File: src/hdl/fq_pkg.sv
// Shared types and constants for the float to int8/bf16 quantizer.
package fq_pkg;

  typedef enum logic [1:0] {
    MODE_INT8       = 2'd0,
    MODE_BF16_TRUNC = 2'd1,
    MODE_BF16_RNE   = 2'd2,
    MODE_U8_CLIP    = 2'd3
  } mode_e;

  localparam logic CFG_MODE  = 1'b0;
  localparam logic CFG_SCALE = 1'b1;

  localparam logic [31:0] SCALE_RESET = 32'h3F80_0000;
  localparam logic [31:0] QNAN_F32    = 32'h7FC0_0000;

  typedef struct packed {
    logic [31:0] source_value;
    logic        last_element;
  } in_t;

  typedef struct packed {
    logic [15:0] converted_value;
    logic        last_out;
  } out_t;

  typedef struct packed {
    logic              zero;
    logic              inf;
    logic              nan;
    logic              sign;
    logic signed [9:0] exp;
    logic [23:0]       man;
  } op_t;

  typedef struct packed {
    logic              nan;
    logic              inf;
    logic              zero;
    logic              sign;
    logic signed [9:0] exp;
  } prod_ctl_t;

endpackage

File: src/hdl/fq_unpack.sv
// First stage: operand unpack with subnormal normalization, and bf16/uint8 conversions.
module fq_unpack (
  input  logic [31:0]       src_i,
  input  logic [31:0]       scale_i,
  input  fq_pkg::mode_e     mode_i,
  output fq_pkg::prod_ctl_t ctl_o,
  output logic [23:0]       man_a_o,
  output logic [23:0]       man_b_o,
  output logic [15:0]       byp_o
);
  import fq_pkg::*;

  function automatic op_t unpack_op(input logic [31:0] x);
    op_t         o;
    logic [23:0] m;
    logic [4:0]  lz;
    begin
      o.sign = x[31];
      o.zero = (x[30:23] == 8'd0) && (x[22:0] == 23'd0);
      o.inf  = (x[30:23] == 8'hFF) && (x[22:0] == 23'd0);
      o.nan  = (x[30:23] == 8'hFF) && (x[22:0] != 23'd0);
      if (x[30:23] == 8'd0) begin
        m  = {1'b0, x[22:0]};
        lz = 5'd23;
        for (int i = 0; i < 24; i++) begin
          if (m[i]) lz = 5'(23 - i);
        end
        o.man = m << lz;
        o.exp = 10'sd1 - $signed({5'd0, lz});
      end else begin
        o.man = {1'b1, x[22:0]};
        o.exp = $signed({2'b00, x[30:23]});
      end
      return o;
    end
  endfunction

  function automatic logic [15:0] bf16_rne(input logic [31:0] x);
    logic [31:0] r;
    begin
      r = x + 32'h0000_7FFF + {31'd0, x[16]};
      if (x[30:23] == 8'd0) return {x[31], 15'd0};
      if (x[30:23] == 8'hFF) begin
        if (x[22:0] == 23'd0) return {x[31], 15'h7F80};
        return 16'h7F81;
      end
      if (r[30:23] == 8'hFF) return {x[31], 15'h7F80};
      return r[31:16];
    end
  endfunction

  op_t a, b;

  always_comb begin
    a = unpack_op(src_i);
    b = unpack_op(scale_i);
    ctl_o.nan  = a.nan || b.nan || (a.inf && b.zero) || (b.inf && a.zero);
    ctl_o.inf  = (a.inf || b.inf) && !ctl_o.nan;
    ctl_o.zero = (a.zero || b.zero) && !ctl_o.nan && !ctl_o.inf;
    ctl_o.sign = a.sign ^ b.sign;
    ctl_o.exp  = a.exp + b.exp - 10'sd127;
    man_a_o    = a.man;
    man_b_o    = b.man;
    case (mode_i)
      MODE_BF16_TRUNC: byp_o = src_i[31:16];
      MODE_BF16_RNE:   byp_o = bf16_rne(src_i);
      MODE_U8_CLIP:    byp_o = (src_i[7:0] >= 8'd127) ? 16'd127 : {8'd0, src_i[7:0]};
      default:         byp_o = 16'd0;
    endcase
  end

endmodule

File: src/hdl/fq_round.sv
// Third stage: normalize and round the 48-bit product to a float32 bit pattern.
module fq_round (
  input  fq_pkg::prod_ctl_t ctl_i,
  input  logic [47:0]       prod_i,
  output logic [31:0]       pb_o
);
  import fq_pkg::*;

  logic [23:0]       sig;
  logic              guard, sticky, rnd;
  logic [24:0]       sig_r;
  logic signed [9:0] exp_f;

  always_comb begin
    if (prod_i[47]) begin
      sig    = prod_i[47:24];
      guard  = prod_i[23];
      sticky = |prod_i[22:0];
    end else begin
      sig    = prod_i[46:23];
      guard  = prod_i[22];
      sticky = |prod_i[21:0];
    end
    rnd   = guard && (sticky || sig[0]);
    sig_r = {1'b0, sig} + {24'd0, rnd};
    exp_f = ctl_i.exp + $signed({9'd0, prod_i[47]}) + $signed({9'd0, sig_r[24]});
    if (ctl_i.nan) begin
      pb_o = QNAN_F32;
    end else if (ctl_i.inf || exp_f >= 10'sd255) begin
      pb_o = {ctl_i.sign, 8'hFF, 23'd0};
    end else if (ctl_i.zero || exp_f <= 10'sd0) begin
      pb_o = {ctl_i.sign, 31'd0};
    end else begin
      pb_o = {ctl_i.sign, exp_f[7:0], sig_r[24] ? 23'd0 : sig_r[22:0]};
    end
  end

endmodule

File: src/hdl/fq_int8.sv
// Fourth stage: round float32 to nearest-even integer, saturate to int8, select result.
module fq_int8 (
  input  logic [31:0]   pb_i,
  input  fq_pkg::mode_e mode_i,
  input  logic [15:0]   byp_i,
  output logic [15:0]   res_o
);
  import fq_pkg::*;

  logic [7:0]  e;
  logic [23:0] m;
  logic [4:0]  sh;
  logic [23:0] ip, rem, half;
  logic [7:0]  mag;
  logic [7:0]  q;

  always_comb begin
    e    = pb_i[30:23];
    m    = {1'b1, pb_i[22:0]};
    sh   = 5'(8'd150 - e);
    ip   = m >> sh;
    rem  = m & ((24'd1 << sh) - 24'd1);
    half = 24'd1 << (sh - 5'd1);
    mag  = ip[7:0];
    if (rem > half || (rem == half && ip[0])) mag = ip[7:0] + 8'd1;
    if (e == 8'hFF) begin
      q = (pb_i[22:0] != 23'd0) ? 8'h00 : (pb_i[31] ? 8'h80 : 8'h7F);
    end else if (e < 8'd126) begin
      q = 8'h00;
    end else if (e >= 8'd134) begin
      q = pb_i[31] ? 8'h80 : 8'h7F;
    end else if (pb_i[31]) begin
      q = ~mag + 8'd1;
    end else begin
      q = mag[7] ? 8'h7F : mag;
    end
    res_o = (mode_i == MODE_INT8) ? {8'd0, q} : byp_i;
  end

endmodule

File: src/hdl/float_to_int8_bf16_quantizer_top.sv
// Top level of the float32 to int8/bf16 quantizer pipeline.
// Four-stage pipeline, one element per cycle while the output is not stalled:
// unpack and normalize, 24x24 mantissa multiply, float32 rounding,
// then integer rounding with int8 saturation and mode selection. Each stage holds
// its own valid bit and stalls only when the stage after it is full and stalled. Configuration
// writes are always taken; write them only while the pipeline is empty.
module float_to_int8_bf16_quantizer_top (
  input  logic          clk_i,
  input  logic          rst_ni,
  input  logic          in_valid_i,
  output logic          in_ready_o,
  input  fq_pkg::in_t   in_data_i,
  output logic          out_valid_o,
  input  logic          out_ready_i,
  output fq_pkg::out_t  out_data_o,
  input  logic          cfg_valid_i,
  output logic          cfg_ready_o,
  input  logic          cfg_index_i,
  input  logic [31:0]   cfg_data_i
);
  import fq_pkg::*;

  mode_e       mode_q;
  logic [31:0] scale_q;

  logic v1_q, v2_q, v3_q, v4_q;
  logic rdy1, rdy2, rdy3, rdy4;

  mode_e       s1_mode_q, s2_mode_q, s3_mode_q;
  logic        s1_last_q, s2_last_q, s3_last_q;
  logic [15:0] s1_byp_q, s2_byp_q, s3_byp_q;
  prod_ctl_t   s1_ctl_q, s2_ctl_q;
  logic [23:0] s1_ma_q, s1_mb_q;
  logic [47:0] s2_prod_q;
  logic [31:0] s3_pb_q;
  out_t        out_q;

  prod_ctl_t   ctl_d;
  logic [23:0] ma_d, mb_d;
  logic [15:0] byp_d;
  logic [31:0] pb_d;
  logic [15:0] res_d;

  assign cfg_ready_o = 1'b1;

  always_ff @(posedge clk_i or negedge rst_ni) begin
    if (!rst_ni) begin
      mode_q  <= MODE_INT8;
      scale_q <= SCALE_RESET;
    end else if (cfg_valid_i) begin
      case (cfg_index_i)
        CFG_MODE:  mode_q  <= mode_e'(cfg_data_i[1:0]);
        CFG_SCALE: scale_q <= cfg_data_i;
        default:   scale_q <= scale_q;
      endcase
    end
  end

  assign rdy4       = !v4_q || out_ready_i;
  assign rdy3       = !v3_q || rdy4;
  assign rdy2       = !v2_q || rdy3;
  assign rdy1       = !v1_q || rdy2;
  assign in_ready_o = rdy1;

  fq_unpack u_unpack (
    .src_i   (in_data_i.source_value),
    .scale_i (scale_q),
    .mode_i  (mode_q),
    .ctl_o   (ctl_d),
    .man_a_o (ma_d),
    .man_b_o (mb_d),
    .byp_o   (byp_d)
  );

  fq_round u_round (
    .ctl_i  (s2_ctl_q),
    .prod_i (s2_prod_q),
    .pb_o   (pb_d)
  );

  fq_int8 u_int8 (
    .pb_i   (s3_pb_q),
    .mode_i (s3_mode_q),
    .byp_i  (s3_byp_q),
    .res_o  (res_d)
  );

  always_ff @(posedge clk_i or negedge rst_ni) begin
    if (!rst_ni) begin
      v1_q <= 1'b0;
      v2_q <= 1'b0;
      v3_q <= 1'b0;
      v4_q <= 1'b0;
    end else begin
      if (rdy1) v1_q <= in_valid_i;
      if (rdy2) v2_q <= v1_q;
      if (rdy3) v3_q <= v2_q;
      if (rdy4) v4_q <= v3_q;
    end
  end

  always_ff @(posedge clk_i) begin
    if (rdy1 && in_valid_i) begin
      s1_mode_q <= mode_q;
      s1_last_q <= in_data_i.last_element;
      s1_byp_q  <= byp_d;
      s1_ctl_q  <= ctl_d;
      s1_ma_q   <= ma_d;
      s1_mb_q   <= mb_d;
    end
    if (rdy2 && v1_q) begin
      s2_mode_q <= s1_mode_q;
      s2_last_q <= s1_last_q;
      s2_byp_q  <= s1_byp_q;
      s2_ctl_q  <= s1_ctl_q;
      s2_prod_q <= s1_ma_q * s1_mb_q;
    end
    if (rdy3 && v2_q) begin
      s3_mode_q <= s2_mode_q;
      s3_last_q <= s2_last_q;
      s3_byp_q  <= s2_byp_q;
      s3_pb_q   <= pb_d;
    end
    if (rdy4 && v3_q) begin
      out_q.converted_value <= res_d;
      out_q.last_out        <= s3_last_q;
    end
  end

  assign out_valid_o = v4_q;
  assign out_data_o  = out_q;

endmodule

File: config.mk
export PLATFORM = sky130hd
export DESIGN_NAME = float_to_int8_bf16_quantizer_top
export DESIGN_NICKNAME = d
export VERILOG_FILES = /design/src/hdl/fq_pkg.sv /design/src/hdl/fq_unpack.sv /design/src/hdl/fq_round.sv /design/src/hdl/fq_int8.sv /design/src/hdl/float_to_int8_bf16_quantizer_top.sv
export SDC_FILE = /design/constraint.sdc
export NUM_CORES = 2
export LEC_CHECK = 0
export BUFFER_PORTS_ARGS = -buffer_cell sky130_fd_sc_hd__clkbuf_2
export CAP_MARGIN = 30
export CORE_UTILIZATION = 28
export CTS_CLUSTER_DIAMETER = 200
export DETAILED_ROUTE_END_ITERATION = 16
export RECOVER_POWER = 25
export SLEW_MARGIN = 25
export SYNTH_ARGS = -nofsm -noshare
export SYNTH_HDL_FRONTEND = slang
export SYNTH_SLANG_ARGS = --single-unit
export TNS_END_PERCENT = 30
File: constraint.sdc
create_clock -name clk_i -period 8.25 [get_ports clk_i]
set_input_delay 0.4125 -clock clk_i [delete_from_list [all_inputs] [get_ports clk_i]]
set_output_delay 0.4125 -clock clk_i [all_outputs]
set_load 0.005 [all_outputs]
==> metrics.md <==
| Metric | Value |
|---|---|
| Post-synthesis xor/xnor area fraction | 0.0292 |
| Hold Path Class | primary input to flip-flop |
| Final WL | ~100 mm |
| Arr. time, crit path | roughly 8.3 ns |
| TNS Setup | 0 ns |
| Fin. Hold Viols | 0 |
| Largest net degree at the start of global routing | 62 |
| DR iter-0 viols | 2055 |
| Simple-gate area share of the yosys netlist | 0.157 |
| Clock Skew | approximately 0.025 ns |
| Post-DP HPWL | ~80 mm |
| FMAX | 0.126 GHz |
| Routed via count | ~27000 |
| Rel. slew slack | -0.225 |
| Die H | between 300 and 400 um |
| Area grow syn2layout | 10.5% |
| CTS Root Cell | clkbuf_16 |
| PortBufs | 89 |
| Worst slew pin tran | 1.84 ns |
| Placed cells | roughly 5300 |
| Ys async rst share | 0.142 |
| Initial antenna violation count | 2 |
| Period minus WS final | approximately 8 ns |
| GRT Util Overall | 0.158 |
| Router iterations before antenna repair | 5 |
| CTS Sinks | 268 |
| Place WS | about 0.45 ns |
| Crit path capture type | flip-flop |
| Synth Area in Compound Gates | 0.0945 |
| Crit path buf inv count | 6 |
| Number of synthesized flops with an enable pin | 230 |
| Hold slack | around 0.034 ns |
| RSZ-0062 raised after global routing | no |
| Critical path type | flip-flop to flip-flop |
| Avg Cell Area, Syn | ~9.5 um^2 |
| Register clock-pin slew on the reported worst setup and hold paths | about 0.07 ns |
| Num rows | about 130 |
| Synthesis-stage register bit count | 268 |
| Final setup vio count | 0 |
| Fin crit share | 0.964 |
| Vias per cell | roughly 4.9 |
| Skew-Pair Late Insertion Delay | about 0.64 ns |
| Routed Antenna Nets | 0 |
| Worst setup margin | roughly 0.30 ns |
| Largest family of logic cells by synthesized area | adder cells |
| Post-synthesis sequential area ratio | 0.223 |
| Max FO, Critical Path | 14 |
| Starting density of the core | 0.284 |
| Final nets | between 4000 and 5000 |
| First-pass GRT wire length | between 150 and 200 mm |
| Count of different cell masters after synthesis | between 90 and 100 |
| Post-synthesis mux area share | 0.0573 |
| CP max-delay cell | edfxtp_1 |
| Die Span X | about 360 um |
| Max-slew violations | 33 |
| Core area | ~0.12 mm^2 |
| Cell Count, Final, Fillers Out | roughly 5400 |
| Crit-path most repeated cell | fa_1 |
| Violated checks | max-capacitance violations, max-slew violations |
| Layout cells sized above 1 | 0.0927 |
| Number of I/O pins | a little over 90 |
| Synth Area in Adders | 0.356 |
| Grt total ovfl | 0 |
| Htree depth | 1 |
| Critical Path Max Stage Delay | about 0.7 ns |
| Full die area | about 0.13 mm^2 |
| Max-cap violations | 1 |
| Post-route DRC | 0 |
| Vias in the first global route | ~27000 |
| Syn nets | roughly 4500 |
| Fill cell count | between 10000 and 15000 |
| Synth Instances | ~3700 |
| Mapped Area | approximately 0.035 mm^2 |
| RePlAce Congestion | roughly 0.93 |
| Ant. Diodes | 0 |
| Bufs on Longest Clock Path | 3 |
| CTS tree | built |
| DR WL/cell | between 15 and 20 um |
| Warnings, synthesis | 0 |
| Critical Path Source Type | flip-flop |
| Critical path required time | 8.62 ns |
| Ys flop type | edfxtp_1 |
| Number of buffers created by CTS | 29 |
| Status | finished, violations left |
| Crit path max-delay family | adder cells |
-- cells in the mapped netlist, types with 55 or more instances --
cell,count,area (um^2)
o21ai_0,109,546
edfxtp_1,230,6910
a21oi_1,122,611
nand3_1,55,275
clkbuf_1,168,631
ha_1,230,2880
nor2_1,148,556
mux2i_1,77,771
fa_1,484,9690
nand2_1,571,2140
xnor2_1,73,639
and2_1,213,1330
inv_1,577,2170
-- final cells by class --
type | count | area [um^2] | share of cell area
flip-flops and latches | 268 | 7870 | 0.201
well taps | 1637 | 2050 | 0.0525
repair buffers | 203 | 1360 | 0.0347
multi-input cells | 2670 | 24500 | 0.629
clock buffers | 33 | 741 | 0.0190
clock inverters | 21 | 313 | 0.00801
inverters | 580 | 2180 | 0.0558
-- metal layers --
| layer | track usage | vias to the layer above | wire length [um] |
|---|---|---|---|
| met3 | 0.0193 | 142 | 6800 |
| met5 | 0 | - | 0 |
| li1 | - | 12200 | - |
| met1 | 0.215 | 13300 | 43200 |
| met2 | 0.259 | 897 | 47000 |
| met4 | 0.0482 | 0 | 3070 |
-- through the flow --
step                      utilization  cell area (um^2)
after floorplan                     -             35300
after global placement          0.304             37800
after detailed placement        0.304             37800
after CTS                       0.314             39000
after global routing            0.314             39000
final                           0.314             39000
-- final timing paths --
kind | from | to | slack [ns] | cells after the start
setup reg to reg | s1_mb_q[3]$_DFFE_PP_ | s2_prod_q[46]$_DFFE_PP_ | 0.30 | 25
max in group asynchronous | rst_ni | scale_q[3]$_DFFE_PN0P_ | 6.17 | 3
setup / recovery | s1_mb_q[3]$_DFFE_PP_ | s2_prod_q[46]$_DFFE_PP_ | 0.30 | 25
hold reg to reg | s2_byp_q[6]$_DFFE_PP_ | s3_byp_q[6]$_DFFE_PP_ | 0.41 | 0
min in group asynchronous | rst_ni | scale_q[31]$_DFFE_PN0P_ | 0.44 | 2
hold / removal | cfg_data_i[26] | scale_q[26]$_DFFE_PN1P_ | 0.03 | 2
-- cell usage in the layout (no fill, tap or decap), types with 40 or more instances in the layout --
master    instances
ha_1            230
nand3_1          55
nor2_1          148
o21ai_0         109
fa_1            484
mux2i_1          77
inv_1           577
clkbuf_2         87
nand2_1         571
a21o_1           40
a21oi_1         121
xnor2_1          73
buf_4            92
edfxtp_1        230
mux2_2           48
nor2b_1          42
and2_1          210
-- flip-flops by register name, indices dropped and copies added, names as in the netlist, 14 cells and up --
| register | count |
|---|---|
| s3_pb_q | 32 |
| s3_byp_q | 16 |
| s2_prod_q | 48 |
| s2_byp_q | 16 |
| s1_ma_q | 24 |
| s2_ctl_q | 14 |
| s1_byp_q | 16 |
| s1_ctl_q | 14 |
| out_data_o | 17 |
| s1_mb_q | 24 |
| scale_q | 32 |
-- logic make-up (layout without fill, tap and decap cells) --
| group | Yosys count | count (layout) |
|---|---|---|
| simple gates | 1181 | 1181 |
| buf+inv | 775 | 837 |
| fa+ha+maj | 714 | 714 |
| compound gates | 503 | 503 |
| flops | 268 | 268 |
| mux | 157 | 157 |
| xor+xnor | 114 | 114 |
| other cells | 1 | 1 |
-- what timing repair did --
item,in CTS,in global routing
hold buffers,17,0
endpoints found under the hold margin,47,0
buffers inserted,0,2
setup endpoints to repair,0,1
resized for setup,0,0
-- worst reg2reg max path, delay by kind of cell, from the launching register on --
kind / cells / cell delay (ns)
AOI/OAI and AO/OA: 9 / 2.39
xor gates and xnor gates: 1 / 0.08
adders and majority gates: 8 / 3.72
buffers and inverters: 6 / 0.74
DFF: 1 / 0.68
and+or+nand+nor: 1 / 0.11
Power is left out: the tool's default activity adds up to more than one toggle a clock period on the data nets, which glitch-free logic cannot reach.
